==> src/hw/rtl/assert_macros.svh <==
// Assertion macros shared by the RTL; they expect clk_i and rst_ni in scope.
`ifndef ASSERT_MACROS_SVH
`define ASSERT_MACROS_SVH

// Check that prop holds at every clock edge outside reset.
`define TBRR_ASSERT(lbl, prop) \
  lbl: assert property (@(posedge clk_i) disable iff (!rst_ni) (prop)) \
    else $error("tbrr assertion failed");

// Check that cond never holds at a clock edge outside reset.
`define TBRR_ASSERT_NEVER(lbl, cond) \
  lbl: assert property (@(posedge clk_i) disable iff (!rst_ni) !(cond)) \
    else $error("tbrr forbidden condition");

`endif

==> src/hw/rtl/tbrr_pkg.sv <==
// Constants, codes and the class function of the tipping bucket rain rate block.
package tbrr_pkg;

  localparam int unsigned TIME_W  = 32;
  localparam int unsigned TIP_W   = 32;
  localparam int unsigned UM_W    = 16;
  localparam int unsigned RAIN_W  = 48;
  localparam int unsigned SCALE_W = 22;
  localparam int unsigned PROD_W  = RAIN_W + SCALE_W;
  localparam int unsigned INT_W   = 32;
  localparam int unsigned CLASS_W = 3;
  localparam int unsigned CFG_W   = 32;
  localparam int unsigned CNT_W   = 5;

  // Milliseconds per hour, consumed MSB first by the serial scaler.
  localparam logic [SCALE_W-1:0] MS_PER_HOUR = 22'd3600000;

  localparam logic [INT_W-1:0] THR_VLIGHT = 32'd2500;
  localparam logic [INT_W-1:0] THR_LIGHT  = 32'd10000;
  localparam logic [INT_W-1:0] THR_MOD    = 32'd20000;
  localparam logic [INT_W-1:0] THR_HEAVY  = 32'd50000;
  localparam logic [INT_W-1:0] THR_VHEAVY = 32'd100000;

  localparam logic [1:0] CMD_TIP   = 2'd0;
  localparam logic [1:0] CMD_POLL  = 2'd1;
  localparam logic [1:0] CMD_CLEAR = 2'd2;
  localparam logic [1:0] CMD_START = 2'd3;

  localparam logic [1:0] CFG_DEBOUNCE = 2'd0;
  localparam logic [1:0] CFG_WINDOW   = 2'd1;
  localparam logic [1:0] CFG_UM_TIP   = 2'd2;

  localparam logic [CLASS_W-1:0] CLS_NONE    = 3'd0;
  localparam logic [CLASS_W-1:0] CLS_VLIGHT  = 3'd1;
  localparam logic [CLASS_W-1:0] CLS_LIGHT   = 3'd2;
  localparam logic [CLASS_W-1:0] CLS_MOD     = 3'd3;
  localparam logic [CLASS_W-1:0] CLS_HEAVY   = 3'd4;
  localparam logic [CLASS_W-1:0] CLS_VHEAVY  = 3'd5;
  localparam logic [CLASS_W-1:0] CLS_EXTREME = 3'd6;

  function automatic logic [CLASS_W-1:0] class_of(input logic rain_nz,
                                                  input logic [INT_W-1:0] v);
    logic [CLASS_W-1:0] c;
    if (!rain_nz)             c = CLS_NONE;
    else if (v < THR_VLIGHT)  c = CLS_VLIGHT;
    else if (v < THR_LIGHT)   c = CLS_LIGHT;
    else if (v < THR_MOD)     c = CLS_MOD;
    else if (v < THR_HEAVY)   c = CLS_HEAVY;
    else if (v < THR_VHEAVY)  c = CLS_VHEAVY;
    else                      c = CLS_EXTREME;
    return c;
  endfunction

endpackage

==> src/hw/rtl/tipping_bucket_rain_rate_top.sv <==
// Tipping bucket rain gauge: tip debounce, window close, serial intensity unit.
//
// Input channel (in_valid_i/in_ready_o) takes one event word: cmd_i selects a
// bucket tip (now_us_i), a window poll, a total clear or a window restart
// (now_ms_i). Every event yields exactly one result word on the output channel
// (out_valid_o/out_ready_i): the window_closed flag plus the stored tip count,
// intensity, class and total.
// Tip, clear, restart and a poll that closes nothing go from acceptance straight
// to the emit state, which loads the output register once it is free. A poll that
// closes a window runs the intensity unit: a multiply of tips by rainfall per tip,
// shift-and-add for the hour scale (one constant bit per cycle), one overflow
// check, then a restoring divider that retires one quotient bit per cycle; the
// divider is skipped when the window had no rain or the quotient would overflow.
// One event is in work at a time; the next is taken as soon as its result has
// moved into the output register, even while that word waits for the receiver.
// A stalled receiver holds the output word and, once the result path is full,
// holds off the input side. Reset clears all state and loads the default
// configuration (50000 us debounce, 60000 ms window, 200 um per tip).
// Configuration writes via cfg_we_i/cfg_addr_i/cfg_wdata_i take effect at once.
`include "assert_macros.svh"

module tipping_bucket_rain_rate_top (
  input  logic                          clk_i,
  input  logic                          rst_ni,
  input  logic                          cfg_we_i,
  input  logic [1:0]                    cfg_addr_i,
  input  logic [tbrr_pkg::CFG_W-1:0]    cfg_wdata_i,
  input  logic                          in_valid_i,
  output logic                          in_ready_o,
  input  logic [1:0]                    cmd_i,
  input  logic [tbrr_pkg::TIME_W-1:0]   now_us_i,
  input  logic [tbrr_pkg::TIME_W-1:0]   now_ms_i,
  output logic                          out_valid_o,
  input  logic                          out_ready_i,
  output logic                          window_closed_o,
  output logic [tbrr_pkg::TIP_W-1:0]    window_tips_o,
  output logic [tbrr_pkg::INT_W-1:0]    intensity_umh_o,
  output logic [tbrr_pkg::CLASS_W-1:0]  rain_class_o,
  output logic [tbrr_pkg::RAIN_W-1:0]   total_um_o
);

  localparam logic [2:0] ST_IDLE  = 3'd0;
  localparam logic [2:0] ST_MUL   = 3'd1;
  localparam logic [2:0] ST_SCALE = 3'd2;
  localparam logic [2:0] ST_CHK   = 3'd3;
  localparam logic [2:0] ST_DIV   = 3'd4;
  localparam logic [2:0] ST_FIN   = 3'd5;
  localparam logic [2:0] ST_EMIT  = 3'd6;

  logic [2:0]                     state_q;
  logic [tbrr_pkg::CNT_W-1:0]     cnt_q;
  logic                           closed_q;

  logic [tbrr_pkg::TIME_W-1:0]    debounce_q;
  logic [tbrr_pkg::TIME_W-1:0]    window_q;
  logic [tbrr_pkg::UM_W-1:0]      um_q;

  logic [tbrr_pkg::TIP_W-1:0]     pend_q;
  logic [tbrr_pkg::TIME_W-1:0]    last_tip_q;
  logic [tbrr_pkg::TIME_W-1:0]    win_start_q;
  logic [tbrr_pkg::TIP_W-1:0]     last_tips_q;
  logic [tbrr_pkg::INT_W-1:0]     last_int_q;
  logic [tbrr_pkg::CLASS_W-1:0]   last_class_q;
  logic [tbrr_pkg::RAIN_W-1:0]    total_q;

  logic [tbrr_pkg::RAIN_W-1:0]    rain_q;
  logic [tbrr_pkg::PROD_W-1:0]    prod_q;
  logic [tbrr_pkg::TIME_W-1:0]    elapsed_q;
  logic [tbrr_pkg::INT_W-1:0]     rem_q;
  logic [tbrr_pkg::INT_W-1:0]     quo_q;
  logic                           sat_q;

  logic                           out_valid_q;
  logic                           out_closed_q;
  logic [tbrr_pkg::TIP_W-1:0]     out_tips_q;
  logic [tbrr_pkg::INT_W-1:0]     out_int_q;
  logic [tbrr_pkg::CLASS_W-1:0]   out_class_q;
  logic [tbrr_pkg::RAIN_W-1:0]    out_total_q;

  logic                           in_fire;
  logic                           out_load;
  logic [tbrr_pkg::TIME_W-1:0]    tip_diff;
  logic                           tip_ok;
  logic [tbrr_pkg::TIME_W-1:0]    poll_elapsed;
  logic                           poll_close;
  logic                           close_now;
  logic [tbrr_pkg::RAIN_W-1:0]    rain_mul;
  logic [tbrr_pkg::PROD_W-1:0]    scale_add;
  logic [tbrr_pkg::PROD_W-tbrr_pkg::INT_W-1:0] prod_hi;
  logic                           sat_hit;
  logic [tbrr_pkg::INT_W:0]       div_trial;
  logic [tbrr_pkg::INT_W:0]       div_diff;
  logic                           div_ge;
  logic [tbrr_pkg::INT_W-1:0]     fin_int;
  logic [tbrr_pkg::CLASS_W-1:0]   fin_class;
  logic [tbrr_pkg::RAIN_W:0]      total_sum;
  logic [tbrr_pkg::RAIN_W-1:0]    total_next;

  assign in_ready_o = (state_q == ST_IDLE);
  assign in_fire    = in_valid_i && in_ready_o;
  assign out_load   = (state_q == ST_EMIT) && (!out_valid_q || out_ready_i);

  assign tip_diff     = now_us_i - last_tip_q;
  assign tip_ok       = tip_diff > debounce_q;
  assign poll_elapsed = now_ms_i - win_start_q;
  assign poll_close   = poll_elapsed >= window_q;
  assign close_now    = (cmd_i == tbrr_pkg::CMD_POLL) && poll_close;

  assign rain_mul  = {{(tbrr_pkg::RAIN_W-tbrr_pkg::TIP_W){1'b0}}, last_tips_q} *
                     {{(tbrr_pkg::RAIN_W-tbrr_pkg::UM_W){1'b0}}, um_q};
  assign scale_add = tbrr_pkg::MS_PER_HOUR[cnt_q] ?
                     {{tbrr_pkg::SCALE_W{1'b0}}, rain_q} : '0;

  // Quotient fits 32 bits only when the upper dividend part is below the divisor.
  assign prod_hi = prod_q[tbrr_pkg::PROD_W-1:tbrr_pkg::INT_W];
  assign sat_hit = prod_hi >=
                   {{(tbrr_pkg::PROD_W-tbrr_pkg::INT_W-tbrr_pkg::TIME_W){1'b0}}, elapsed_q};

  assign div_trial = {rem_q, quo_q[tbrr_pkg::INT_W-1]};
  assign div_ge    = div_trial >= {1'b0, elapsed_q};
  assign div_diff  = div_trial - {1'b0, elapsed_q};

  assign fin_int   = sat_q ? '1 : quo_q;
  assign fin_class = tbrr_pkg::class_of(rain_q != '0, fin_int);
  assign total_sum  = {1'b0, total_q} + {1'b0, rain_q};
  assign total_next = total_sum[tbrr_pkg::RAIN_W] ? '1 : total_sum[tbrr_pkg::RAIN_W-1:0];

  // Control, configuration and event state.
  always_ff @(posedge clk_i or negedge rst_ni) begin
    if (!rst_ni) begin
      state_q      <= ST_IDLE;
      cnt_q        <= '0;
      closed_q     <= 1'b0;
      debounce_q   <= 32'd50000;
      window_q     <= 32'd60000;
      um_q         <= 16'd200;
      pend_q       <= '0;
      last_tip_q   <= '0;
      win_start_q  <= '0;
      last_tips_q  <= '0;
      last_int_q   <= '0;
      last_class_q <= tbrr_pkg::CLS_NONE;
      total_q      <= '0;
    end else begin
      if (cfg_we_i) begin
        case (cfg_addr_i)
          tbrr_pkg::CFG_DEBOUNCE: debounce_q <= cfg_wdata_i;
          tbrr_pkg::CFG_WINDOW:   window_q   <= cfg_wdata_i;
          tbrr_pkg::CFG_UM_TIP:   um_q       <= cfg_wdata_i[tbrr_pkg::UM_W-1:0];
          default: ;
        endcase
      end
      case (state_q)
        ST_IDLE: begin
          if (in_fire) begin
            closed_q <= close_now;
            state_q  <= close_now ? ST_MUL : ST_EMIT;
            case (cmd_i)
              tbrr_pkg::CMD_TIP: begin
                if (tip_ok) begin
                  if (pend_q != '1) pend_q <= pend_q + 1'b1;
                  last_tip_q <= now_us_i;
                end
              end
              tbrr_pkg::CMD_POLL: begin
                if (poll_close) begin
                  last_tips_q <= pend_q;
                  pend_q      <= '0;
                  win_start_q <= now_ms_i;
                end
              end
              tbrr_pkg::CMD_CLEAR: total_q <= '0;
              tbrr_pkg::CMD_START: win_start_q <= now_ms_i;
              default: ;
            endcase
          end
        end
        ST_MUL: begin
          cnt_q   <= tbrr_pkg::CNT_W'(tbrr_pkg::SCALE_W - 1);
          state_q <= ST_SCALE;
        end
        ST_SCALE: begin
          if (cnt_q == '0) state_q <= ST_CHK;
          else cnt_q <= cnt_q - 1'b1;
        end
        ST_CHK: begin
          cnt_q <= tbrr_pkg::CNT_W'(tbrr_pkg::INT_W - 1);
          if (rain_q == '0 || sat_hit) state_q <= ST_FIN;
          else state_q <= ST_DIV;
        end
        ST_DIV: begin
          if (cnt_q == '0) state_q <= ST_FIN;
          else cnt_q <= cnt_q - 1'b1;
        end
        ST_FIN: begin
          last_int_q   <= fin_int;
          last_class_q <= fin_class;
          total_q      <= total_next;
          state_q      <= ST_EMIT;
        end
        ST_EMIT: begin
          if (out_load) state_q <= ST_IDLE;
        end
        default: state_q <= ST_IDLE;
      endcase
    end
  end

  // Intensity datapath: serial hour scale, then one quotient bit per cycle.
  always_ff @(posedge clk_i) begin
    case (state_q)
      ST_IDLE: begin
        if (in_fire) elapsed_q <= poll_elapsed;
      end
      ST_MUL: begin
        rain_q <= rain_mul;
        prod_q <= '0;
      end
      ST_SCALE: begin
        prod_q <= {prod_q[tbrr_pkg::PROD_W-2:0], 1'b0} + scale_add;
      end
      ST_CHK: begin
        if (rain_q == '0) begin
          sat_q <= 1'b0;
          quo_q <= '0;
        end else if (sat_hit) begin
          sat_q <= 1'b1;
        end else begin
          sat_q <= 1'b0;
          rem_q <= prod_hi[tbrr_pkg::INT_W-1:0];
          quo_q <= prod_q[tbrr_pkg::INT_W-1:0];
        end
      end
      ST_DIV: begin
        rem_q <= div_ge ? div_diff[tbrr_pkg::INT_W-1:0] : div_trial[tbrr_pkg::INT_W-1:0];
        quo_q <= {quo_q[tbrr_pkg::INT_W-2:0], div_ge};
      end
      default: ;
    endcase
  end

  // Output register: hold the word until the receiver takes it.
  always_ff @(posedge clk_i or negedge rst_ni) begin
    if (!rst_ni) begin
      out_valid_q <= 1'b0;
    end else if (out_load) begin
      out_valid_q <= 1'b1;
    end else if (out_ready_i) begin
      out_valid_q <= 1'b0;
    end
  end

  always_ff @(posedge clk_i) begin
    if (out_load) begin
      out_closed_q <= closed_q;
      out_tips_q   <= last_tips_q;
      out_int_q    <= last_int_q;
      out_class_q  <= last_class_q;
      out_total_q  <= total_q;
    end
  end

  assign out_valid_o     = out_valid_q;
  assign window_closed_o = out_closed_q;
  assign window_tips_o   = out_tips_q;
  assign intensity_umh_o = out_int_q;
  assign rain_class_o    = out_class_q;
  assign total_um_o      = out_total_q;

  `TBRR_ASSERT(a_div_rem_below_divisor, (state_q == ST_DIV) |-> (rem_q < elapsed_q))
  `TBRR_ASSERT(a_fin_only_on_close, (state_q == ST_FIN) |-> closed_q)
  `TBRR_ASSERT(a_no_rain_no_intensity,
               (out_valid_o && rain_class_o == tbrr_pkg::CLS_NONE) |-> (intensity_umh_o == '0))
  `TBRR_ASSERT_NEVER(a_no_accept_in_work, in_fire && (state_q != ST_IDLE))

endmodule

==> config.mk <==
export PLATFORM = sky130hd
export DESIGN_NAME = tipping_bucket_rain_rate_top
export DESIGN_NICKNAME = d
export VERILOG_FILES = /design/src/hw/rtl/tbrr_pkg.sv /design/src/hw/rtl/tipping_bucket_rain_rate_top.sv
export VERILOG_INCLUDE_DIRS = /design/src /design/src/hw/rtl
export SDC_FILE = /design/constraint.sdc
export NUM_CORES = 2
export LEC_CHECK = 0
export ABC_CLOCK_PERIOD_IN_PS = 25200
export BUFFER_PORTS_ARGS = -buffer_cell sky130_fd_sc_hd__buf_4
export CAP_MARGIN = 10
export CORE_MARGIN = 3
export CORE_UTILIZATION = 40
export DETAILED_ROUTE_END_ITERATION = 8
export PLACE_DENSITY = 0.6
export SYNTH_ARGS = -nofsm -noshare
export SYNTH_HDL_FRONTEND = slang
export SYNTH_SLANG_ARGS = --single-unit
==> constraint.sdc <==
create_clock -name clk_i -period 25.2 [get_ports clk_i]
set_input_delay 6.3 -clock clk_i [delete_from_list [all_inputs] [get_ports clk_i]]
set_output_delay 6.3 -clock clk_i [all_outputs]
set_load 0.1 [all_outputs]
==> reports/results.md <==
| Parameter | Reported | Unit |
|---|---|---|
| Worst Reg-to-Reg Cells | 21 | - |
| Power density cells | 82.2 | nW/um^2 |
| Status | complete, no violations | - |
| Horiz. Die Dim | 368 | um |
| Max_cap viols | 0 | - |
| Worst setup path category | input pin to flip-flop | - |
| Count of filler cells inserted in the layout | 12,500 | - |
| Post-Synthesis Cells | 5,382 | - |
| Number of iterations in the first detailed-routing pass | 6 | - |
| Antenna violations before repair | 15 | - |
| Postcts setup bufs | 0 | - |
| CTS tree | built | - |
| Setup skew after layout | 0.0398 | ns |
| Global-route wire length before repair | 238,000 | um |
| Post-synthesis cell area | 52,400 | sq um |
| Total setup violations reported at the end of the flow | 0 | - |
| Number of resized instances in the post-cts repair step | 0 | - |
| Sequential-to-total area share from yosys stat | 33.4 | % |
| Post-Synthesis Net Count | 6,318 | - |
| WHS Endpoint | intensity_umh_o[27]$_DFFE_PP_ | - |
| DRC violation total after the first TritonRoute iteration | 3,032 | - |
| Std-Cell Core Area | 130,000 | sq um |
| Remaining global-route overflow | 0 | - |
| Compound-cell area share of the yosys netlist | 13.2 | % |
| Final min period | 12.28 | ns |
| Die footprint | 135,000 | sq um |
| Aggregate global-route resource usage | 22.5 | % |
| Peak supply drop | 0.0591 | mV |
| Top FF cell, synth | sky130_fd_sc_hd__edfxtp_1 | - |
| Post-synth EDFFs | 331 | - |
| Number of clock sinks seen by CTS | 632 | - |
| Worst slew pin tran | 1.09 | ns |
| Highest clock rate | 0.0814 | GHz |
| Yosys cell types | 79 | - |
| Post-Syn Area per Cell | 9.74 | sq um |
| Critical-path maximum fanout | 64 | - |
| Setup_tns | 0 | ns |
| Setup crit end kind | flip-flop | - |
| Number of nets in the layout | 6,474 | - |
| Async set-reset flop share out of synthesis | 47.6 | % |
| Fraction of synthesized area in multiplexers | 2.57 | % |
| Vias | 40,000 | - |
| Reg-to-Reg End | rain_q[46]$_DFFE_PP_ | - |
| Overall routed net length | 153,000 | um |
| Final Instance Area | 58,700 | sq um |
| Root Buffer | sky130_fd_sc_hd__clkbuf_16 | - |
| Reg2Reg Launch Point | last_tips_q[6]$_DFFE_PN0P_ | - |
| Endpoint required time on the critical path | 25.79 | ns |
| Share of final-layout standard cells stronger than drive strength 1 | 10.4 | % |
| Maximum buffer depth of the clock tree | 3 | - |
| Post-CTS clock slew at the launch and capture registers of the worst setup and hold paths | 0.06 | ns |
| DPL Wire Length | 118,000 | um |
| HP Start | last_int_q[27]$_DFFE_PN0P_ | - |
| Row count | 132 | - |
| Area share of xor/xnor cells in the synthesized design | 4.06 | % |
| Initial core utilization | 40.4 | % |
| Cells on Worst Hold Path | 0 | - |
| Per-cell routed wire length | 20.8 | um |
| Critical path startpoint category | input pin | - |
| Post-route core utilization | 45.3 | % |
| Setup repair after global routing missed its margin | false | - |
| I/O pins | 223 | - |
| Leakage Power | 27.0 | nW |
| Final number of hold-violating endpoints | 0 | - |
| Main combinational cell family by area after synthesis | adder cells | - |
| Routability congestion estimate | 0.918 | - |
| Largest net degree at the start of global routing | 81 | - |
| Chip Height | 368 | um |
| Clock buffer count from CTS | 74 | - |
| Kind of cell adding the most delay to the critical path | compound AO/OA/AOI/OAI gates | - |
| CP Data Arrival Time | 12.87 | ns |
| Vias per cell | 5.45 | - |
| Area added between synthesis and finish | 12.1 | % |
| Skew-Pair Late Insertion Delay | 0.70 | ns |
| Number of pins with negative max-slew slack in the final report | 0 | - |
| Simple logic cell fraction of the synthesized area | 14.5 | % |
| Relative max-transition margin | 27.1 | % |
| Max H-tree Level | 3 | - |
| Crit. Startpoint | now_ms_i[0] | - |
| Synthesized-area fraction occupied by adder cells | 25.9 | % |
| Yosys synthesis warning count | 0 | - |
| Flip-flop and latch count after synthesis | 632 | - |
| Buf+Inv Stages, Crit Path | 4 | - |
| Total power | 4.83 | mW |
| Hold buffer count at CTS | 0 | - |
| Period Utilization, post-route | 48.7 | % |
| Antenna violation net count after detailed routing | 0 | - |
| Dominant cell type by count on the critical path | sky130_fd_sc_hd__nor2_1 | - |
| Number of buffers inserted by port buffering | 222 | - |
| Largest incremental delay on the critical path | 0.65 | ns |
| Slack of the worst reg-to-reg path | 17.22 | ns |
| Cell type of the slowest stage on the worst timing path | sky130_fd_sc_hd__buf_4 | - |
| Placed Instance Area | 56,100 | sq um |
| Via count of the first global-routing pass | 40,300 | - |
| Number of remaining DRC errors | 0 | - |
| Hold crit path type | flip-flop to flip-flop | - |
## Yosys cell counts, drive strengths merged (48+ instances only)
library cell | n | area share [%]
inv | 698 | 5.0
nand2 | 644 | 4.6
fa | 423 | 16
ha | 408 | 9.7
edfxtp | 331 | 19
dfrtp | 285 | 14
o21ai | 281 | 2.7
and2 | 280 | 3.3
a21oi | 268 | 2.6
nor2 | 259 | 1.9
clkbuf | 179 | 1.3
a21o | 164 | 2.3
xnor2 | 160 | 2.7
mux2 | 115 | 2.5
xor2 | 83 | 1.4
nand3 | 69 | 0.66
nand4 | 58 | 0.69
o21bai | 50 | 0.72
nor3 | 49 | 0.48
a221o | 48 | 0.92
and3 | 48 | 0.57
## sequential cells by signal (all words and copies together), names as in the netlist, 48 cells and up
signal      count
prod_q         70
rain_q         48
total_q        48
total_um_o     48
## worst max path at each step
stage                                        end  slack (ns)  cells after the start
CTS                       pend_q[19]$_DFFE_PN0P_       13.06                     26
finish                    pend_q[19]$_DFFE_PN0P_       12.92                     25
global route              pend_q[17]$_DFFE_PN0P_       12.42                     26
floorplan           intensity_umh_o[0]$_DFFE_PP_       10.25                      2
detailed placement        pend_q[19]$_DFFE_PN0P_       12.35                     26
global placement          pend_q[19]$_DFFE_PN0P_       12.48                     26
## placed cells by master, fill, tap and decap left out, types with 58 or more instances in the layout
cell,Yosys,routed
sky130_fd_sc_hd__a21o_1,164,164
sky130_fd_sc_hd__a21oi_1,268,267
sky130_fd_sc_hd__and2_1,280,280
sky130_fd_sc_hd__buf_4,0,278
sky130_fd_sc_hd__clkbuf_16,0,75
sky130_fd_sc_hd__dfrtp_1,285,281
sky130_fd_sc_hd__edfxtp_1,331,331
sky130_fd_sc_hd__fa_1,423,423
sky130_fd_sc_hd__ha_1,408,408
sky130_fd_sc_hd__inv_1,698,698
sky130_fd_sc_hd__mux2_2,115,115
sky130_fd_sc_hd__nand2_1,644,643
sky130_fd_sc_hd__nand3_1,69,67
sky130_fd_sc_hd__nand4_1,58,58
sky130_fd_sc_hd__nor2_1,259,256
sky130_fd_sc_hd__o21ai_0,277,276
sky130_fd_sc_hd__xnor2_1,160,160
sky130_fd_sc_hd__xor2_1,83,83
## report_power, final
group          leakage, nW  internal [mW]  switching [mW]  total, mW
Combinational         18.8          0.857            1.24       2.09
Sequential            6.85           1.39           0.184       1.57
Clock                 1.28          0.680           0.479       1.16
## per-layer routing
metal / part of all wire, % / vias up / track usage [%]
met3: 7.4 / 247 / 4.00
li1: - / 18500 / -
met5: 0.015 / - / 0
met4: 2.9 / 4 / 6.35
met1: 43 / 20000 / 30.7
met2: 47 / 1274 / 36.7
## area by class of cell
type	count	area, sq um	share of cell area [%]
diodes	6	15.0	0.0256
repair buffers	280	2120	3.61
inverters	698	2620	4.46
multi-input cells	3852	31700	53.9
well taps	1742	2180	3.71
clock inverters	38	581	0.988
flip-flops and latches	632	17500	29.8
clock buffers	100	2060	3.51
## cells by family (layout without fill, tap and decap cells)
logic type | count (synthesis) | count (layout)
adder cells (fa/ha/maj) | 831 | 831
AO/OA/AOI/OAI | 1071 | 1071
buffers and inverters | 898 | 1116
multiplexers | 120 | 120
AND/OR/NAND/NOR | 1587 | 1587
flip-flops | 632 | 632
XOR/XNOR | 243 | 243
other | 0 | 6
## per-stage QoR
step	worst slack, ns	hold slack, ns	instances
after floorplan	10.25	0.425	5382
after global placement	12.48	0.433	7203
after detailed placement	12.35	0.432	7203
after CTS	13.06	0.446	7341
after global routing	12.42	0.452	7342
final	12.92	0.443	7348
Note: power is estimated with default switching activity, not from simulation.
